## src/rtl/core/dfjd_pkg.sv

```systemverilog
// Shared constants, types and lookup for the day-number to calendar-date pipeline.
package dfjd_pkg;

    localparam int NSTAGE = 10;

    localparam logic [22:0] GREG_START     = 23'd2299161;
    localparam logic [24:0] ALPHA_OFS_X4   = 25'd7468865;
    localparam logic [17:0] GREG_CYCLE     = 18'd146097;
    localparam logic [14:0] ALPHA_RECIP    = 15'((64'd1 << 32) / 64'd146097);
    localparam logic [23:0] DAY_OFS        = 24'd1524;
    localparam logic [27:0] C_OFS_X20      = 28'd2442;
    localparam logic [12:0] YEAR_LEN_X20   = 13'd7305;
    localparam logic [19:0] YEAR_RECIP     = 20'((64'd1 << 32) / 64'd7305);
    localparam logic [10:0] YEAR_LEN_X4    = 11'd1461;
    localparam logic [18:0] MONTH_NUM      = 19'd306001;
    localparam logic [13:0] MONTH_DEN      = 14'd10000;
    localparam logic [19:0] MONTH_RECIP    = 20'((64'd10000 << 24) / 64'd306001);
    localparam logic [15:0] YEAR_OFS_LATE  = 16'd4716;
    localparam logic [15:0] YEAR_OFS_EARLY = 16'd4715;
    localparam logic [4:0]  E_WRAP         = 5'd14;

    typedef struct packed {
        logic s1;
        logic s2;
        logic s3;
    } greg_en_t;

    // floor(30.6001 * e)
    function automatic logic [8:0] month_start(input logic [3:0] e);
        logic [8:0] r;
        case (e)
            4'd0:    r = 9'd0;
            4'd1:    r = 9'd30;
            4'd2:    r = 9'd61;
            4'd3:    r = 9'd91;
            4'd4:    r = 9'd122;
            4'd5:    r = 9'd153;
            4'd6:    r = 9'd183;
            4'd7:    r = 9'd214;
            4'd8:    r = 9'd244;
            4'd9:    r = 9'd275;
            4'd10:   r = 9'd306;
            4'd11:   r = 9'd336;
            4'd12:   r = 9'd367;
            4'd13:   r = 9'd397;
            4'd14:   r = 9'd428;
            default: r = 9'd459;
        endcase
        return r;
    endfunction

endpackage

```

## src/rtl/core/dfjd_greg.sv

```systemverilog
// Gregorian correction stages: day number to shifted day count B (three stages).
module dfjd_greg (
    input  logic               aclk,
    input  dfjd_pkg::greg_en_t en,
    input  logic [22:0]        z,
    output logic [23:0]        b
);
    import dfjd_pkg::*;

    logic [24:0] x;
    logic [39:0] p1;
    logic [22:0] z1_reg, z2_reg;
    logic        greg1_reg, greg2_reg;
    logic [24:0] x1_reg, x2_reg;
    logic [39:0] p1_reg;
    logic [7:0]  q2_reg;
    logic [25:0] prod2_reg;
    logic [23:0] b3_reg;
    logic [7:0]  q0;
    logic [25:0] prod;
    logic [25:0] rem;
    logic [7:0]  alpha;
    logic [23:0] a;

    always_comb begin
        x    = {z, 2'b00} - ALPHA_OFS_X4;
        p1   = 40'(x) * 40'(ALPHA_RECIP);
        q0   = p1_reg[39:32];
        prod = 26'(q0) * 26'(GREG_CYCLE);
        rem  = 26'(x2_reg) - prod2_reg;
        alpha = q2_reg + 8'(rem >= 26'(GREG_CYCLE));
        if (greg2_reg) begin
            a = 24'(z2_reg) + 24'd1 + 24'(alpha) - 24'(alpha[7:2]);
        end else begin
            a = 24'(z2_reg);
        end
    end

    always_ff @(posedge aclk) begin
        if (en.s1) begin
            z1_reg    <= z;
            greg1_reg <= (z >= GREG_START);
            x1_reg    <= x;
            p1_reg    <= p1;
        end
        if (en.s2) begin
            z2_reg    <= z1_reg;
            greg2_reg <= greg1_reg;
            x2_reg    <= x1_reg;
            q2_reg    <= q0;
            prod2_reg <= prod;
        end
        if (en.s3) begin
            b3_reg <= a + DAY_OFS;
        end
    end

    assign b = b3_reg;

endmodule

```

## src/rtl/core/date_from_julian_day.sv

```systemverilog
// Top level: pipelined Julian day number to calendar year, month and day.
// Ten register stages carry each accepted item from s_ to m_.
// Throughput: one item per cycle while m_ready is high; each stage holds at most
// two constant multiplies and one compare-and-correct, and a stall holds only full
// stages while bubbles fill.
// Reset (aresetn low, synchronous) clears all stage valid bits; payload is unreset.
module date_from_julian_day (
    input  logic               aclk,
    input  logic               aresetn,
    input  logic               s_valid,
    output logic               s_ready,
    input  logic [22:0]        s_day_number,
    output logic               m_valid,
    input  logic               m_ready,
    output logic signed [15:0] m_year_out,
    output logic [3:0]         m_month_out,
    output logic [4:0]         m_day_out
);
    import dfjd_pkg::*;

    logic [NSTAGE:1] v_reg, v_next;
    logic [NSTAGE:1] en;
    greg_en_t        greg_en;
    logic [23:0]     b3;

    logic [23:0] b4_reg, b5_reg, b6_reg;
    logic [27:0] y4_reg, y5_reg;
    logic [47:0] p4_reg;
    logic [14:0] c5_reg, c6_reg, c7_reg, c8_reg, c9_reg;
    logic [27:0] cp5_reg;
    logic [9:0]  bd7_reg, bd8_reg, bd9_reg;
    logic [4:0]  e8_reg, e9_reg;
    logic signed [15:0] year_reg;
    logic [3:0]  month_reg;
    logic [4:0]  day_reg;

    logic [27:0] y;
    logic [47:0] p4;
    logic [27:0] cp;
    logic [27:0] yrem;
    logic [14:0] c;
    logic [25:0] dprod;
    logic [23:0] bd;
    logic [29:0] p8;
    logic [23:0] n9, m9, erem;
    logic [4:0]  e;
    logic [3:0]  month;
    logic [4:0]  day;
    logic [15:0] year;

    // stage enables: a stage loads when it is empty or its successor loads
    always_comb begin
        en[NSTAGE] = !v_reg[NSTAGE] || m_ready;
        for (int k = NSTAGE - 1; k >= 1; k--) begin
            en[k] = !v_reg[k] || en[k + 1];
        end
        v_next[1] = en[1] ? s_valid : v_reg[1];
        for (int k = 2; k <= NSTAGE; k++) begin
            v_next[k] = en[k] ? v_reg[k - 1] : v_reg[k];
        end
    end

    always_ff @(posedge aclk) begin
        if (!aresetn) begin
            v_reg <= '0;
        end else begin
            v_reg <= v_next;
        end
    end

    assign greg_en = '{s1: en[1], s2: en[2], s3: en[3]};

    dfjd_greg u_greg (
        .aclk (aclk),
        .en   (greg_en),
        .z    (s_day_number),
        .b    (b3)
    );

    always_comb begin
        y     = 28'(b3) * 28'd20 - C_OFS_X20;
        p4    = 48'(y) * 48'(YEAR_RECIP);
        cp    = 28'(p4_reg[46:32]) * 28'(YEAR_LEN_X20);
        yrem  = y5_reg - cp5_reg;
        c     = c5_reg + 15'(yrem >= 28'(YEAR_LEN_X20));
        dprod = 26'(c6_reg) * 26'(YEAR_LEN_X4);
        bd    = b6_reg - 24'(dprod[25:2]);
        p8    = 30'(bd7_reg) * 30'(MONTH_RECIP);
        n9    = 24'(bd8_reg) * 24'(MONTH_DEN);
        m9    = 24'(e8_reg) * 24'(MONTH_NUM);
        erem  = n9 - m9;
        e     = e8_reg + 5'(erem >= 24'(MONTH_NUM));
        day   = 5'(bd9_reg - 10'(month_start(e9_reg[3:0])));
        if (e9_reg < E_WRAP) begin
            month = 4'(e9_reg - 5'd1);
        end else begin
            month = 4'(e9_reg - 5'd13);
        end
        if (month > 4'd2) begin
            year = 16'(c9_reg) - YEAR_OFS_LATE;
        end else begin
            year = 16'(c9_reg) - YEAR_OFS_EARLY;
        end
    end

    always_ff @(posedge aclk) begin
        if (en[4]) begin
            b4_reg <= b3;
            y4_reg <= y;
            p4_reg <= p4;
        end
        if (en[5]) begin
            b5_reg  <= b4_reg;
            y5_reg  <= y4_reg;
            c5_reg  <= p4_reg[46:32];
            cp5_reg <= cp;
        end
        if (en[6]) begin
            b6_reg <= b5_reg;
            c6_reg <= c;
        end
        if (en[7]) begin
            c7_reg  <= c6_reg;
            bd7_reg <= bd[9:0];
        end
        if (en[8]) begin
            c8_reg  <= c7_reg;
            bd8_reg <= bd7_reg;
            e8_reg  <= p8[28:24];
        end
        if (en[9]) begin
            c9_reg  <= c8_reg;
            bd9_reg <= bd8_reg;
            e9_reg  <= e;
        end
        if (en[10]) begin
            year_reg  <= signed'(year);
            month_reg <= month;
            day_reg   <= day;
        end
    end

    assign s_ready     = en[1];
    assign m_valid     = v_reg[NSTAGE];
    assign m_year_out  = year_reg;
    assign m_month_out = month_reg;
    assign m_day_out   = day_reg;

    a_month_range: assert property (@(posedge aclk) disable iff (!aresetn)
        m_valid |-> (m_month_out >= 4'd1) && (m_month_out <= 4'd12))
        else $error("month out of range");

    a_day_range: assert property (@(posedge aclk) disable iff (!aresetn)
        m_valid |-> (m_day_out >= 5'd1) && (m_day_out <= 5'd31))
        else $error("day out of range");

    a_accept_enters: assert property (@(posedge aclk) disable iff (!aresetn)
        s_valid && s_ready |=> v_reg[1])
        else $error("accepted item not in first stage");

    a_reset_clears: assert property (@(posedge aclk)
        !aresetn |=> !m_valid)
        else $error("result valid after reset");

endmodule

```

## config.mk

```make
export PLATFORM = sky130hd
export DESIGN_NAME = date_from_julian_day
export DESIGN_NICKNAME = d
export VERILOG_FILES = /design/src/rtl/core/dfjd_pkg.sv /design/src/rtl/core/dfjd_greg.sv /design/src/rtl/core/date_from_julian_day.sv
export SDC_FILE = /design/constraint.sdc
export NUM_CORES = 2
export LEC_CHECK = 0
export BUFFER_PORTS_ARGS = -buffer_cell sky130_fd_sc_hd__buf_4
export CAP_MARGIN = 10
export CORE_MARGIN = 10
export CORE_UTILIZATION = 35
export CTS_CLUSTER_SIZE = 8
export DETAILED_ROUTE_END_ITERATION = 10
export HOLD_SLACK_MARGIN = 0.03
export SETUP_SLACK_MARGIN = 0.15
export SLEW_MARGIN = 10
export SYNTH_ARGS = -nofsm -noshare
export SYNTH_HDL_FRONTEND = slang
export SYNTH_SLANG_ARGS = --single-unit
```

## constraint.sdc

```tcl
create_clock -name aclk -period 27.6 [get_ports aclk]
set_input_delay 1.38 -clock aclk [delete_from_list [all_inputs] [get_ports aclk]]
set_output_delay 1.38 -clock aclk [all_outputs]
set_load 0.01 [all_outputs]
```

# After elaboration in Yosys (flattened, before gate mapping)
# Memory sizes are Yosys's and may differ from the RTL's. A register that Yosys moved wholly into a read port is not among the register bits.
# Cells that the tools add are included.
# Widths: inputs -> output; s select.
op_classes:
  n_lt_le_gt_ge: 6
  n_reduce_logical: 20
  n_mul: 9
  addsub: 18
  mux: 4
ops:
  columns: ["operator", "count"]
  rows:
  - ["$mul 28x18->45 const B", 1]
  - ["$mul 25x14->39 const B", 1]
  - ["$sub 15x13->16 const B", 2]
  - ["$mul 10x20->29 const B", 1]
  - ["$ge 28x13->1 const B", 1]
  - ["$mul 15x13->28 const B", 1]
  - ["$sub 28x12->28 const B", 1]
  - ["$sub 28x28->28", 1]
  - ["$ge 26x18->1 const B", 1]
  - ["$mul 24x3->26 const B", 1]
  - ["$mul 8x18->26 const B", 1]
  - ["$sub 25x26->26", 1]
  - ["$sub 25x23->25 const B", 1]
  - ["$add 23x1->24 const B", 1]
  - ["$add 24x11->24 const B", 1]
  - ["$add 24x8->24", 1]
  - ["$ge 24x19->1 const B", 1]
  - ["$mul 5x19->24 const B", 1]
  - ["$mux 24", 1]
  - ["$sub 24x24->24", 1]
  - ["$sub 24x6->24", 1]
  - ["$ge 23x22->1 const B", 1]
  - ["$mul 10x10->20 const B", 1]
  - ["$mux 16", 1]
  - ["13 further kinds", 32]
word_totals:
  elab_cells: 98
  input_bits: 27
  regBits: 499
  n_memories: 1
  rom_bits: 144
memory_table:
  columns: ["name", "words", "word_bits", "rd", "rd_ports_with_merged_regs", "wr", "line_no", "rtl"]
  rows:
  - ["(name not given)", 16, 9, 1, 1, 0, "dfjd_pkg.sv:31", "case (e)"]

# Longest topological paths before layout
logic_depth:
  ltp_word: 11
  depth_mapped: 36

# By module
# Synthesis repeated with hierarchy kept, for this count alone.
hier_totals:
  hier_cells: 4398
  hier_area_um2: 47599.4
by_module_without_submodules:
  columns: ["module", "cells_each", "instances", "area_each_um2"]
  rows:
  - ["date_from_julian_day", 2783, 1, 30566.8]
  - ["dfjd_greg", 1615, 1, 17032.6]

# Worst setup path after synthesis
# Ideal clock, no wire load.
synth_path:
  kind: "register to register"
  start: "register u_greg.b3_reg[1], in the netlist u_greg.b[1]"
  end: "register p4_reg[46], data pin"
  stages_incl_launch_ff: 33
  setup_slack_ps: 18549
  period_less_slack_ps: 9051
  required_time_ps: 27332
  arrival_ps: 8783
  setup_ps: 268
  path_buffers: 0
  path_cell_list: "edfxtp_1 -> ha_1 -> ha_1 -> inv_1 -> fa_1 -> nor2b_4 -> o2111ai_2 -> nand3_2 -> a311oi_2 -> o31ai_1 -> xor2_1 -> or4b_4 -> xnor2_1 -> inv_1 -> fa_1 -> fa_1 -> inv_1 -> fa_1 -> fa_1 -> fa_1 -> inv_1 -> fa_1 -> inv_1 -> ha_1 -> a21oi_1 -> o211ai_1 -> or3_1 -> o211ai_1 -> a21o_1 -> nand3b_1 -> o31a_1 -> xnor2_1 -> xnor3_1"
synth_via:
  elab_chain_cells: 3
synth_rtl:
  columns: ["element", "line_no", "rtl"]
  rows:
  - ["start: declaration", "dfjd_greg.sv:18", "logic [23:0] b3_reg;"]
  - ["start signal: assignment", "dfjd_greg.sv:54", "b3_reg <= a + DAY_OFS;"]
  - ["$mul 24x3->26", "date_from_julian_day.sv:81", "y = 28'(b3) * 28'd20 - C_OFS_X20;"]
  - ["$sub 28x12->28", "date_from_julian_day.sv:81", null]
  - ["net y[19]", "date_from_julian_day.sv:37", "logic [27:0] y;"]
  - ["$mul 28x18->45", "date_from_julian_day.sv:82", "p4 = 48'(y) * 48'(YEAR_RECIP);"]
  - ["net p4[46]", "date_from_julian_day.sv:38", "logic [47:0] p4;"]
  - ["end signal: assignment", "date_from_julian_day.sv:110", "p4_reg <= p4;"]
  - ["end: declaration", "date_from_julian_day.sv:28", "logic [47:0] p4_reg;"]
# The timed path passes the listed nets, and every way through them passes these cells.
# A chain may end at the register's enable or synchronous reset.

# Worst setup path in the final report
layout_path:
  start: "register u_greg.b3_reg[0], in the netlist u_greg.b[0]"
  end: "register p4_reg[46], data pin"
# Same word-level chain as after synthesis.

==> impl_metrics.yaml <==
die:
  initial_core_util: 0.352
  fp.dieH_um: 386
  rows: 134
  fp.coreArea_mm2: 0.133
  io_pins: 54
  die_w_um: 386
  dieArea_mm2: 0.149
drt:
  wl_met2_um: 45200
  drt_wl_total_um: 93700
  wl_met1_um: 43400
  wl_per_cell_um: 15.1
  dr.max_layer_used: "met4"
  drtIter0Drc: 1329
  first_pass_iters: 7
  vias: 29600
  viasPerCell: 4.78
  postRouteAntennaNets: 0
  wl_met3_um: 2790
  drc: 0
yosys:
  yosys_warnings: 0
  syn_avg_cell_area_um2: 11.1
  synth.distinct_cells: 91
  synth_edf_count: 413
  mappedNetlistNets: 5639
  dominantRegCellSynth: "edfxtp_1"
  netlist_instances: 4247
  async_flop_share: 0
  seq_area_frac_synth: 0.270
  netlist_area_mm2: 0.0470
  synth-seq-cells: 428
critical_path:
  cp_top_family: "adder cells"
  arrival_ns: 10.50
  worstSetupPathType: "flip-flop to flip-flop"
  max_stage_delay_ns: 0.78
  path_max_fanout: 11
  cp_slowest_cell: "xnor2_1"
  start_kind: "flip-flop"
  cp.buffers_inverters: 5
  end_kind: "flip-flop"
  worstPathRequired_ns: 27.98
  cpMostUsedCell: "fa_1"
clocking:
  numCtsBuffers: 61
  ctsResizeCount: 0
  clkSinkCount: 428
  clk_latency_ns: 0.66
  tritoncts: "built"
  clockBufferDepth: 3
  clock_tree.root_cell: "clkbuf_16"
  cts.clk_slew.worst_paths_ns: 0.05
  htreeDepth: 2
  postCtsSetupRepairBufs: 0
  postCtsHoldBufs: 0
sta:
  worst_pin_slew_ns: 1.17
  fin_crit_sh: 0.367
  rsz0062_at_grt: "false"
  fmax_mhz: 98.8
  finClkSkew_ns: 0.0960
  finalHoldViolCount: 0
  setup_tns_ns: 0
  maxSlewHeadroom: 0.218
  setup_viol: 0
  slew_viol_final: 0
  period_needed_ns: 10.13
  hold_slack_ns: 0.352
grt:
  grt_pass1_vias: 31200
  track_usage: 0.127
  grt_pass1_wl_um: 158000
  grt_overflow: 0
  grt_max_degree: 78
  antenna_found_initial: 1
layout:
  drive_gt1_frac: 0.0486
  fin_nets: 5777
  num_antenna_cells: 0
  syn2layout_area_growth_pct: 9.84
  fin_cells: 6190
  utilization: 0.387
min_path:
  worstHoldPathType: "flip-flop to flip-flop"
placed_design:
  placedCellCount: 6090
  io_buffers: 53
  gp_congestion: 0.864
  dp_hpwl_um: 78100
run:
  maxCapViolCount: 0
status:
  outcome: "complete, no violations"
[per-stage QoR]
step | worst slack (ns) | cell area (um^2)
floorplan | 18.55 | 47000
global placement | 17.69 | 49800
detailed placement | 17.49 | 49800
CTS | 17.45 | 51600
global route | 16.77 | 51600
finish | 17.47 | 51600
[final timing paths]
| path | from | to | slack [ns] | depth (start not counted) |
|---|---|---|---|---|
| worst max-delay path | u_greg.b[0] | p4_reg[46] | 17.47 | 32 |
| worst min-delay path | u_greg.x1_reg[18] | u_greg.x2_reg[18] | 0.35 | 0 |
| worst max register to register | u_greg.b[0] | p4_reg[46] | 17.47 | 32 |
| worst min register to register | u_greg.x1_reg[18] | u_greg.x2_reg[18] | 0.35 | 0 |
[cells by family after synthesis]
group,share of synthesized area
AOI/OAI and AO/OA,0.0826
xor gates and xnor gates,0.0532
adders and majority gates,0.444
buffers and inverters,0.0748
DFF,0.270
muxes,0.00578
and+or+nand+nor,0.0689
[worst reg2reg max path, delay by kind of cell, from the launching register on]
family	cells	cell delay, ns
DFF	1	0.66
and+or+nand+nor	5	1.40
adders and majority gates	10	4.16
buffers and inverters	5	0.36
AOI/OAI and AO/OA	8	1.93
xor gates and xnor gates	4	1.36
[placed cells by master, fill, tap and decap left out, types with 35 or more instances in the layout]
master / n
xor2_1: 110
ha_1: 859
nor2_1: 136
buf_4: 89
clkbuf_16: 61
nand2_1: 142
inv_1: 921
o21ai_0: 103
nor3_1: 63
xnor2_1: 173
a21o_1: 62
edfxtp_1: 413
o21a_1: 35
nand3_1: 55
fa_1: 506
a21oi_1: 156
[synthesized netlist by cell type (all sizes together) (7+ instances only)]
| library cell | instances | area (um^2) |
|---|---|---|
| inv | 922 | 3460 |
| ha | 859 | 10700 |
| fa | 506 | 10100 |
| edfxtp | 413 | 12400 |
| xnor2 | 173 | 1520 |
| a21oi | 159 | 815 |
| nand2 | 144 | 541 |
| nor2 | 136 | 510 |
| xor2 | 110 | 963 |
| o21ai | 106 | 531 |
| a21o | 63 | 474 |
| nor3 | 63 | 315 |
| nand3 | 58 | 300 |
| o21a | 35 | 263 |
| nor2b | 30 | 195 |
| nand2b | 29 | 181 |
| nand4 | 26 | 163 |
| and3 | 24 | 150 |
| a211oi | 23 | 178 |
| a31oi | 23 | 144 |
| o21bai | 21 | 158 |
| and2 | 20 | 128 |
| nor4 | 19 | 149 |
| o211ai | 18 | 135 |
| mux2i | 17 | 170 |
| dfxtp | 15 | 300 |
| or3 | 15 | 100 |
| clkbuf | 14 | 52.6 |
| or2 | 14 | 87.6 |
| a2111oi | 13 | 114 |
| a21boi | 13 | 101 |
| o31ai | 13 | 103 |
| nor3b | 11 | 87.6 |
| a31o | 10 | 87.6 |
| nand3b | 10 | 75.1 |
| a311oi | 8 | 82.6 |
| o31a | 8 | 70.1 |
| o2111ai | 7 | 67.6 |
| or4 | 7 | 52.6 |
[per-layer routing]
layer | GRT usage | vias to the layer above
met5 | 0 | -
met4 | 0.0332 | 0
met3 | 0.0160 | 135
met2 | 0.218 | 367
met1 | 0.167 | 14400
li1 | - | 14600
[final cells by class]
cell class / instances / area [um^2]
tap: 1768 / 2210
clock buffer: 91 / 1670
inverter: 922 / 3460
timing repair buffer: 89 / 668
clock inverter: 9 / 114
sequential: 428 / 12700
multi-input combinational: 2883 / 30800
fill: 13100 / 81800
Power is left out: the tool's default activity adds up to more than one toggle a clock period on the data nets, which glitch-free logic cannot reach.
